==> src/hdl/swub_pkg.sv <==
`default_nettype none
package swub_pkg;
  localparam int SLOTS_DEF = 32;
  localparam logic [31:0] WINDOW_RST = 32'd10000000;
  localparam logic [16:0] TARGET_RST = 17'd45875;
  localparam logic [31:0] MAXGC_RST = 32'd500000;
  localparam logic [16:0] ONE_Q16 = 17'h10000;
  localparam int DIV_STEPS = 16;

  typedef enum logic [1:0] {
    CFG_WINDOW = 2'd0,
    CFG_TARGET = 2'd1,
    CFG_MAXGC  = 2'd2
  } cfg_idx_e;

  typedef struct packed {
    logic        we;
    logic [31:0] len;
    logic        app;
  } slot_wr_t;

  function automatic logic [31:0] sat32(input logic [63:0] v);
    return (|v[63:32]) ? 32'hFFFF_FFFF : v[31:0];
  endfunction
endpackage
`default_nettype wire

==> src/hdl/sliding_window_utilization_budget_unit.sv <==
`default_nettype none
// Sliding-window utilization budget.
// Input channel (in_valid_i/in_ready_o): a timestamp now_ns_i and an owner
// flag is_app_time_i for the time since the previous word.
// Output channel (out_valid_o/out_ready_i): utilization (Q1.16), collector
// budget in ns, a compaction flag and the echoed timestamp; one per input.
// Config port: cfg_we_i writes cfg_data_i to register cfg_idx_i at once.
// One word at a time: in_ready_o is high only while the sequencer is idle.
// Per word the sequencer walks up to U+1 slots to trim the window and moves
// the kept slots down (U = live slots before the word, at most SLOTS-1),
// with a step for a backwards stamp, compaction, the serial Q0.16 divider
// when the share is below one, the budget multiply and clamp, and the
// output register load. The slot memory port and the one-bit-a-cycle
// divider set how long a word takes.
// A finished result sits in the output register; the next word is taken
// meanwhile and waits at its end only if that register is still full.
// Reset restores the register defaults, a single application slot of the
// full window, and a last time of zero; no clearing pass is needed.
module sliding_window_utilization_budget_unit import swub_pkg::*; #(
  parameter int SLOTS = SLOTS_DEF
) (
  input  wire logic        clk_i,
  input  wire logic        rst_ni,
  input  wire logic        in_valid_i,
  output logic             in_ready_o,
  input  wire logic [63:0] now_ns_i,
  input  wire logic        is_app_time_i,
  output logic             out_valid_o,
  input  wire logic        out_ready_i,
  output logic [16:0]      utilization_o,
  output logic [31:0]      gc_budget_ns_o,
  output logic             compacted_o,
  output logic [63:0]      echo_time_ns_o,
  input  wire logic        cfg_we_i,
  input  wire logic [1:0]  cfg_idx_i,
  input  wire logic [31:0] cfg_data_i
);
  localparam int IDX = $clog2(SLOTS);
  localparam int CNT = $clog2(SLOTS + 1);
  localparam int SUM = 32 + IDX + 1;

  typedef enum logic [11:0] {
    S_IDLE  = 12'b000000000001,
    S_BACK  = 12'b000000000010,
    S_TRD   = 12'b000000000100,
    S_TCMP  = 12'b000000001000,
    S_MRD   = 12'b000000010000,
    S_MWR   = 12'b000000100000,
    S_CMP0  = 12'b000001000000,
    S_CMP1  = 12'b000010000000,
    S_DINIT = 12'b000100000000,
    S_DIV   = 12'b001000000000,
    S_BMUL  = 12'b010000000000,
    S_BUD   = 12'b100000000000
  } state_e;

  state_e state_q, state_d;
  logic [31:0] window_q, maxgc_q;
  logic [16:0] target_q;
  logic [63:0] last_q, now_q, elapsed_q, rem_q, first_q;
  logic        app_q, comp_q, done_q;
  logic [IDX-1:0] used_q, idx_q, start_q, src_q;
  logic [SUM-1:0] sum_q;
  logic [31:0] r_q;
  logic [15:0] q_q;
  logic [4:0]  cnt_q;
  logic [16:0] util_q;
  logic [31:0] budget_q;

  logic [31:0] rlen;
  logic        rapp;
  slot_wr_t    wr;
  logic [IDX-1:0] waddr, raddr;
  logic [16:0] mul_a, rest;
  logic [48:0] prod;

  logic in_acc;
  assign in_ready_o = (state_q == S_IDLE) && !done_q;
  assign in_acc = in_valid_i && in_ready_o;
  assign rest = (target_q >= ONE_Q16) ? 17'd0 : ONE_Q16 - target_q;
  assign mul_a = (state_q == S_IDLE) ? rest : util_q - target_q;

  swub_mul u_mul (.clk_i, .a_i(mul_a), .b_i(window_q), .p_o(prod));

  swub_slot_mem #(.SLOTS(SLOTS)) u_mem (
    .clk_i, .rst_ni, .wr_i(wr), .waddr_i(waddr), .raddr_i(raddr),
    .rlen_o(rlen), .rapp_o(rapp)
  );

  logic [63:0] cur_len, mv_val;
  logic        mv_own;
  logic [31:0] mv32;
  logic [CNT-1:0] n_new;
  logic [32:0] r2;

  always_comb begin
    cur_len = (idx_q == used_q) ? elapsed_q : {32'd0, rlen};
    mv_own  = (src_q == used_q) ? app_q : rapp;
    if (src_q == start_q) begin
      mv_val = first_q;
    end else if (src_q == used_q) begin
      mv_val = elapsed_q;
    end else begin
      mv_val = {32'd0, rlen};
    end
    mv32  = sat32(mv_val);
    n_new = CNT'(used_q) - CNT'(start_q) + CNT'(1);
    r2    = {r_q, 1'b0};
    raddr = (state_q == S_MRD) ? src_q : idx_q;
    wr    = '0;
    waddr = src_q - start_q;
    unique case (state_q)
      S_MWR: begin
        wr = '{we: 1'b1, len: mv32, app: mv_own};
      end
      S_CMP0: begin
        wr = '{we: 1'b1, len: sat32(64'(sum_q)), app: 1'b1};
        waddr = '0;
      end
      S_CMP1: begin
        wr = '{we: 1'b1,
               len: (sum_q >= SUM'(window_q)) ? 32'd0 : window_q - sum_q[31:0],
               app: 1'b0};
        waddr = IDX'(1);
      end
      default: ;
    endcase
  end

  always_ff @(posedge clk_i or negedge rst_ni) begin
    if (!rst_ni) begin
      window_q <= WINDOW_RST;
      target_q <= TARGET_RST;
      maxgc_q  <= MAXGC_RST;
    end else if (cfg_we_i) begin
      unique case (cfg_idx_i)
        CFG_WINDOW: window_q <= cfg_data_i;
        CFG_TARGET: target_q <= cfg_data_i[16:0];
        CFG_MAXGC:  maxgc_q  <= cfg_data_i;
        default: ;
      endcase
    end
  end

  always_ff @(posedge clk_i or negedge rst_ni) begin
    if (!rst_ni) begin
      state_q     <= S_IDLE;
      last_q      <= '0;
      used_q      <= IDX'(1);
      done_q      <= 1'b0;
      out_valid_o <= 1'b0;
    end else begin
      state_q <= state_d;
      if (in_acc) begin
        last_q <= now_ns_i;
      end
      if (state_q == S_MWR && src_q == used_q && n_new != CNT'(SLOTS)) begin
        used_q <= n_new[IDX-1:0];
      end
      if (state_q == S_CMP1) begin
        used_q <= IDX'(2);
      end
      if (state_q == S_BUD) begin
        done_q <= 1'b1;
      end else if (done_q && (!out_valid_o || out_ready_i)) begin
        done_q <= 1'b0;
      end
      if (done_q && (!out_valid_o || out_ready_i)) begin
        out_valid_o <= 1'b1;
      end else if (out_ready_i) begin
        out_valid_o <= 1'b0;
      end
    end
  end

  always_comb begin
    state_d = state_q;
    unique case (state_q)
      S_IDLE:  if (in_acc) state_d = (now_ns_i < last_q) ? S_BACK : S_TRD;
      S_BACK:  state_d = S_TRD;
      S_TRD:   state_d = S_TCMP;
      S_TCMP:  state_d = (idx_q != used_q && rem_q > cur_len) ? S_TRD : S_MRD;
      S_MRD:   state_d = S_MWR;
      S_MWR: begin
        if (src_q == used_q) begin
          state_d = (n_new == CNT'(SLOTS)) ? S_CMP0 : S_DINIT;
        end else begin
          state_d = S_MRD;
        end
      end
      S_CMP0:  state_d = S_CMP1;
      S_CMP1:  state_d = S_DINIT;
      S_DINIT: state_d = (window_q == '0 || sum_q >= SUM'(window_q)) ? S_BMUL : S_DIV;
      S_DIV:   if (cnt_q == 5'd1) state_d = S_BMUL;
      S_BMUL:  state_d = S_BUD;
      S_BUD:   state_d = S_IDLE;
      default: state_d = S_IDLE;
    endcase
  end

  always_ff @(posedge clk_i) begin
    unique case (state_q)
      S_IDLE: begin
        if (in_acc) begin
          now_q     <= now_ns_i;
          app_q     <= is_app_time_i;
          elapsed_q <= now_ns_i - last_q;
          rem_q     <= now_ns_i - last_q;
          idx_q     <= '0;
          comp_q    <= 1'b0;
        end
      end
      S_BACK: begin
        elapsed_q <= 64'(prod[48:16]);
        rem_q     <= 64'(prod[48:16]);
        app_q     <= 1'b0;
      end
      S_TCMP: begin
        if (idx_q != used_q && rem_q > cur_len) begin
          rem_q <= rem_q - cur_len;
          idx_q <= idx_q + IDX'(1);
        end else begin
          first_q <= (cur_len >= rem_q) ? cur_len - rem_q : 64'd0;
          start_q <= idx_q;
          src_q   <= idx_q;
          sum_q   <= '0;
        end
      end
      S_MWR: begin
        if (mv_own) sum_q <= sum_q + SUM'(mv32);
        src_q <= src_q + IDX'(1);
      end
      S_CMP1: comp_q <= 1'b1;
      S_DINIT: begin
        r_q   <= sum_q[31:0];
        q_q   <= '0;
        cnt_q <= 5'(DIV_STEPS);
        if (window_q == '0) begin
          util_q <= '0;
        end else if (sum_q >= SUM'(window_q)) begin
          util_q <= ONE_Q16;
        end
      end
      S_DIV: begin
        if (r2 >= {1'b0, window_q}) begin
          r_q <= 32'(r2 - {1'b0, window_q});
        end else begin
          r_q <= r2[31:0];
        end
        q_q   <= {q_q[14:0], r2 >= {1'b0, window_q}};
        cnt_q <= cnt_q - 5'd1;
        if (cnt_q == 5'd1) util_q <= {1'b0, q_q[14:0], r2 >= {1'b0, window_q}};
      end
      S_BUD: begin
        if (util_q > target_q) begin
          budget_q <= (33'(prod[48:16]) < {1'b0, maxgc_q}) ? prod[47:16] : maxgc_q;
        end else begin
          budget_q <= '0;
        end
      end
      default: ;
    endcase
    if (done_q && (!out_valid_o || out_ready_i)) begin
      utilization_o  <= util_q;
      gc_budget_ns_o <= budget_q;
      compacted_o    <= comp_q;
      echo_time_ns_o <= now_q;
    end
  end

  a_used_range: assert property (@(posedge clk_i) disable iff (!rst_ni)
    used_q != '0 && 32'(used_q) < SLOTS) else $error("live slot count out of range");
  a_trim_idx: assert property (@(posedge clk_i) disable iff (!rst_ni)
    state_q == S_TCMP |-> idx_q <= used_q) else $error("trim walk past last slot");
  a_busy: assert property (@(posedge clk_i) disable iff (!rst_ni)
    in_acc |=> !in_ready_o) else $error("ready while busy");
  a_done: assert property (@(posedge clk_i) disable iff (!rst_ni)
    state_q == S_BUD |=> done_q) else $error("finished word not held");
endmodule
`default_nettype wire

==> src/hdl/swub_slot_mem.sv <==
`default_nettype none
module swub_slot_mem import swub_pkg::*; #(
  parameter int SLOTS = SLOTS_DEF,
  localparam int IDX = $clog2(SLOTS)
) (
  input  wire logic           clk_i,
  input  wire logic           rst_ni,
  input  wire slot_wr_t       wr_i,
  input  wire logic [IDX-1:0] waddr_i,
  input  wire logic [IDX-1:0] raddr_i,
  output logic [31:0]         rlen_o,
  output logic                rapp_o
);
  logic [32:0] mem [SLOTS];
  logic [32:0] rd_q;
  logic        fresh_q, fresh_rd_q;

  always_ff @(posedge clk_i) begin
    if (wr_i.we) begin
      mem[waddr_i] <= {wr_i.app, wr_i.len};
    end
    rd_q <= mem[raddr_i];
  end

  // slot 0 holds the reset window until first written
  always_ff @(posedge clk_i or negedge rst_ni) begin
    if (!rst_ni) begin
      fresh_q    <= 1'b1;
      fresh_rd_q <= 1'b0;
    end else begin
      fresh_rd_q <= fresh_q && (raddr_i == '0);
      if (wr_i.we && waddr_i == '0) begin
        fresh_q <= 1'b0;
      end
    end
  end

  assign rlen_o = fresh_rd_q ? WINDOW_RST : rd_q[31:0];
  assign rapp_o = fresh_rd_q ? 1'b1 : rd_q[32];
endmodule
`default_nettype wire

==> src/hdl/swub_mul.sv <==
`default_nettype none
module swub_mul import swub_pkg::*; (
  input  wire logic        clk_i,
  input  wire logic [16:0] a_i,
  input  wire logic [31:0] b_i,
  output logic [48:0]      p_o
);
  always_ff @(posedge clk_i) begin
    p_o <= 49'(a_i) * 49'(b_i);
  end
endmodule
`default_nettype wire

==> config.mk <==
export PLATFORM = sky130hd
export DESIGN_NAME = sliding_window_utilization_budget_unit
export DESIGN_NICKNAME = d
export VERILOG_FILES = /design/src/hdl/swub_pkg.sv /design/src/hdl/sliding_window_utilization_budget_unit.sv /design/src/hdl/swub_slot_mem.sv /design/src/hdl/swub_mul.sv
export SDC_FILE = /design/constraint.sdc
export NUM_CORES = 2
export LEC_CHECK = 0
export CORE_MARGIN = 10
export CORE_UTILIZATION = 59
export CTS_CLUSTER_DIAMETER = 30
export DETAILED_ROUTE_END_ITERATION = 10
export DONT_BUFFER_PORTS = 1
export HOLD_SLACK_MARGIN = 0.08
export PLACE_DENSITY = 0.78
export SETUP_SLACK_MARGIN = 0.2
export SYNTH_ARGS = -nofsm -noshare
export SYNTH_HDL_FRONTEND = slang
export SYNTH_SLANG_ARGS = --single-unit
==> constraint.sdc <==
create_clock -name clk_i -period 8.8 [get_ports clk_i]
set_clock_uncertainty 0.1 [all_clocks]
set_input_delay 1.76 -clock clk_i [delete_from_list [all_inputs] [get_ports clk_i]]
set_output_delay 1.76 -clock clk_i [all_outputs]
set_load 0.05 [all_outputs]
# After elaboration in Yosys (flattened, before gate mapping)
# Memory sizes are Yosys's and may differ from the RTL's. A register that Yosys moved wholly into a read port is not among the register bits.
# Cells that the tools add are included.
# word_totals
regBits	741
ramBits	1056
in_bits	104
word_cells	177
n_memories	1
# op_classes
add_sub_neg	14
mul	1
magnitude_cmp	8
eq_ne	27
muxes	55
n_bitwise	1
reduce_logical	40
# memory_table
memory	depth	width	rd	rd_ports_with_merged_regs	wr	line	rtl
u_mem.mem	32	33	1	1	1	swub_slot_mem.sv:14	logic [32:0] mem [SLOTS];
# op_table
op	count
$mux 64	5
$mux 32	6
$pmux 64 s3	1
$sub 64x64->64	3
$pmux 12 s11	1
$pmux 64 s2	1
$pmux 34 s3	1
$mux 17	5
$mux 38	2
$pmux 38 s2	1
$ge 64x64->1	1
$gt 64x64->1	1
$lt 64x64->1	1
$pmux 32 s2	1
$sub 32x32->32	2
$mul 17x32->49	1
$pmux 5 s2	4
$add 38x32->38	1
$ge 38x32->1	1
$mux 5	7
$pmux 17 s2	1
$ge 33x32->1	1
$lt 33x32->1	1
$logic_not 32->1	1
49 further kinds	96

# Depth between registers and ports, before layout
# logic_depth
depth_word	8
mapped_depth	37

# Hierarchy
# From an unflattened synthesis, not the netlist that was laid out.
# unflattened
hier_cells	9018
hier_area_um2	106781.2
# modules_own_cells
mod	instances	cells_each	area_per_inst_um2	seq_area_each_um2
sliding_window_utilization_budget_unit	1	5082	47449.3	19931.6
swub_slot_mem	1	1846	40988.1	32422.3
swub_mul	1	2090	18343.8	980.9

# Least setup slack after synthesis
# No wires, ideal clock.
# synth_timing
path_kind	register -> register
from	register idx_q[0]
to	register rem_q[0], enable pin
setup_time_ns	0.786
t_arrival_ns	8.234
required_time_ns	7.914
setup_slack_ns	-0.320
path_stages_with_launch	21
path_buffers	2
cell_sequence	edfxtp_1 > clkbuf_1 > xor2_1 > nor2_1 > nand4_1 > buf_1 > mux2i_1 > inv_1 > ha_1 > inv_1 > fa_1 > a211o_2 > a211oi_2 > o31ai_1 > a21o_1 > a21oi_2 > o221ai_2 > a221oi_2 > o21ai_1 > a21oi_2 > a21oi_1
# synth_via
elab_chain_cells	6
# synth_rtl
item	line	rtl
start, declared	sliding_window_utilization_budget_unit.sv:62	logic [IDX-1:0] used_q, idx_q, start_q, src_q;
start signal, assigned	sliding_window_utilization_budget_unit.sv:221	idx_q <= idx_q + IDX'(1);
$eq 5x5->1	sliding_window_utilization_budget_unit.sv:97	cur_len = (idx_q == used_q) ? elapsed_q : {32'd0, rlen};
$mux 64	sliding_window_utilization_budget_unit.sv:97	
$gt 64x64->1	sliding_window_utilization_budget_unit.sv:219	if (idx_q != used_q && rem_q > cur_len) begin
$logic_and 1x1->1 (*)	sliding_window_utilization_budget_unit.sv:219	
$ne 2x2->1 (no line) (*)	--	
$reduce_and 3->1 (no line) (*)	--	
end signal, assigned	sliding_window_utilization_budget_unit.sv:208	rem_q <= now_ns_i - last_q;
end signal, assigned	sliding_window_utilization_budget_unit.sv:215	rem_q <= 64'(prod[48:16]);
end signal, assigned	sliding_window_utilization_budget_unit.sv:220	rem_q <= rem_q - cur_len;
end, declared	sliding_window_utilization_budget_unit.sv:60	logic [63:0] last_q, now_q, elapsed_q, rem_q, first_q;
# Mark *: on every way between the ends. The rest lies on a longest branch, timed or not.
# A chain may end at the register's enable or synchronous reset.

# Worst setup path in the final report
# layout_timing
from	register state_q[5]
to	register u_mul.p_o[45]
# layout_via
elab_chain_cells	3
# layout_rtl
item	line	rtl
start, declared	sliding_window_utilization_budget_unit.sv:57	state_e state_q, state_d;
start signal, assigned	sliding_window_utilization_budget_unit.sv:153	state_q <= state_d;
$eq 12x1->1	sliding_window_utilization_budget_unit.sv:81	assign mul_a = (state_q == S_IDLE) ? rest : util_q - target_q;
$mux 17	sliding_window_utilization_budget_unit.sv:81	
$mul 17x32->49	swub_mul.sv:9	p_o <= 49'(a_i) * 49'(b_i);
end signal, assigned	swub_mul.sv:9	
end, declared	swub_mul.sv:6	output logic [48:0] p_o
# No other way between the ends.

==> qor.yml <==
synth-main-ff-cell: "edfxtp_1"
gr-total-overflow: 0
grt_max_degree: 188
syn-cell-area_sq_mm: 0.106
die_x_microns: 443
grt_util_all_layers_pct: 34.8
routed_wl_mm: 357
die_area_sq_mm: 0.196
drv_slew: 0
syn2layout_area_growth_pct: 16.0
drt-initial-drc-count: 11400
synth_cells: 9797
synth-seq-cells: 1814
viasPerCell: 6.59
cts_made_buffers: 358
synth_fa_ha_area_share_pct: 14.6
cp_data_arrival_time_ns: 9.11
min_period_ns: 8.45
required_ns: 9.46
crit_top_cell: "fa_1"
cp_top_family: "adder cells"
num_vias: 83100
clk_path_buf_depth: 4
startpoint_type: "flop"
synth.distinct_cells: 99
cap_violations: 0
place_congestion: 1.03
port_buffers: 0
die_height_microns: 443
path_buf_inv: 9
fin_nets: 11000
cts_tree: "yes"
synthSimpleGateAreaFrac_pct: 12.0
status: "finished clean"
detail-route-antenna-nets: 0
coreArea_sq_mm: 0.178
synthXorXnorAreaFrac_pct: 2.81
initial_core_util_pct: 59.3
ys_seq_area_share_pct: 50.2
final_area_sq_mm: 0.123
layout_common_cells: "edfxtp_1, nand2_1, inv_1"
final_cells: 12600
syn_area_per_cell_sq_um: 10.8
synth_fp_nets: 10900
dp.cells: 11900
max_slew_margin_pct: 6.94
rows: 155
cp_slowest_cell: "and4_1"
grt_pass1_vias: 81800
root_buffer: "clkbuf_16"
post-route-period-util_pct: 96.0
first_pass_iters: 10
cp-end-kind: "flop"
drive_gt1_share_pct: 12.1
ys_warn_count: 0
pin_count: 220
tns_ns: 0
grt_pass1_wl_mm: 521
htreeDepth: 5
place_area_sq_mm: 0.109
synth_edf_count: 1582
layout_commonest_cell: "edfxtp_1"
worst-slew-pin-transition_ns: 1.40
antenna_found_initial: 31
synthArstFlopShare_pct: 9.15
worstPathMaxFanout: 7
synth_compound_area_share_pct: 13.3
min_path_type: "reg -> reg"
rsz0062_at_grt: "yes"
fin_hold_ws_ns: 0.306
wl_per_cell_microns: 28.3
cts_hold_buf: 0
place_hpwl_mm: 235
fillers: 12300
drcViolationCount: 0
crit_path_max_incr_delay_ns: 0.62
hold_viol_final: 0
path_clk_slew_ns: 0.05
cts.sinks: 1814
muxShareOfSynthArea_pct: 1.61
crit_type: "reg -> reg"
setup_viol: 0
clock_latency_ns: 0.99
maxClockFrequency_ghz: 0.118
synth_top_family_by_area: "adder cells"
==> worst register-to-register path: cells and delay by family (launching register included) <==
| family | cells | cell delay, ns |
|---|---|---|
| and+or+nand+nor | 7 | 1.86 |
| adders and majority gates | 7 | 3.36 |
| buffers and inverters | 9 | 1.10 |
| xor gates and xnor gates | 1 | 0.15 |
| AOI/OAI and AO/OA | 6 | 1.26 |
| DFF | 1 | 0.46 |
==> Yosys cell counts, types with 34 or more instances <==
master,n,share of area (%)
nor2_1,482,1.7
a31oi_1,54,0.32
nand2b_1,34,0.20
nand4_1,81,0.48
and2_1,170,1.0
a21oi_1,820,3.9
buf_1,34,0.12
o21a_1,53,0.38
nor4_1,208,1.2
xnor2_1,199,1.6
a211oi_1,54,0.38
nor3_1,76,0.36
ha_1,507,6.0
o21ai_0,391,1.9
o22ai_1,40,0.24
buf_2,113,0.54
nand2_1,1460,5.2
mux2i_1,96,0.91
mux2_2,64,0.68
xor2_1,140,1.2
dfrtp_1,139,3.3
nand3_1,79,0.37
nor2b_1,68,0.40
o211ai_1,73,0.52
o21bai_1,56,0.40
inv_1,978,3.5
fa_1,456,8.6
a21o_1,174,1.2
o221ai_1,273,2.3
clkbuf_1,374,1.3
dfxtp_1,66,1.3
edfxtp_1,1582,45
==> layout make-up <==
cell class                 instances  area [sq um]  area share (%)
sequential                      1814         53000            43.2
multi-input combinational       6486         48100            39.2
clock buffer                     409          9450            7.71
inverter                         978          3670            2.99
tap                             2355          2950            2.40
timing repair buffer             318          2750            2.25
clock inverter                   232          2630            2.15
antenna                           17          42.5          0.0347
==> cells by family (layout without fill, tap and decap cells) <==
logic type               Yosys count  count (layout)
buffers and inverters           1501            1937
AO/OA/AOI/OAI                   2213            2216
AND/OR/NAND/NOR                 2806            2806
flip-flops                      1814            1814
other                              0              17
XOR/XNOR                         339             339
adder cells (fa/ha/maj)          963             963
multiplexers                     161             162
==> sequential cells by signal, summed over array words and instances (netlist names), 12 cells and up <==
register        cells
last_q             64
u_mem.mem        1056
u_mem.rd_q         33
rem_q              64
window_q           32
echo_time_ns_o     64
u_mul.p_o          33
maxgc_q            32
q_q                15
elapsed_q          64
r_q                32
budget_q           32
gc_budget_ns_o     32
first_q            64
target_q           17
utilization_o      17
sum_q              38
state_q            12
now_q              64
util_q             17
==> repair_timing <==
action                     in CTS  in global routing
resized for setup              18                132
gates cloned                    0                  7
hold endpoints to repair        0                  0
setup endpoints to repair      19                 28
setup buffers                   0                 34
pin swaps                       1                 57
==> final timing paths <==
check                           cells past startpoint             to       start  slack, ns
worst max register to register                     30  u_mul.p_o[45]  state_q[5]       0.35
worst max-delay path                               30  u_mul.p_o[45]  state_q[5]       0.35
max in group asynchronous                           0   window_q[21]      rst_ni       7.32
worst min register to register                      0    compacted_o      comp_q       0.31
worst min-delay path                                0    compacted_o      comp_q       0.31
min in group asynchronous                           0     last_q[59]      rst_ni       0.40
==> metal layers <==
layer  track usage, %  part of all wire [%]  up-vias
met5                0                 0.042        -
met4             19.2                   6.6       22
met3             9.45                    13     1362
met2             53.6                    45     6153
met1             44.9                    36    40400
li1                 -                     -    35100
==> stage by stage <==
| step | worst slack, ns | utilization, % |
|---|---|---|
| after global routing | 0.126 | 68.8 |
| after floorplan | 0.566 | - |
| after CTS | 0.165 | 68.2 |
| final | 0.353 | 68.8 |
| after detailed placement | -0.124 | 61.4 |
| after global placement | -0.135 | 61.4 |
Power is not shown: default switching activity piles up to over one toggle a cycle in this logic, so the estimate is an artifact.
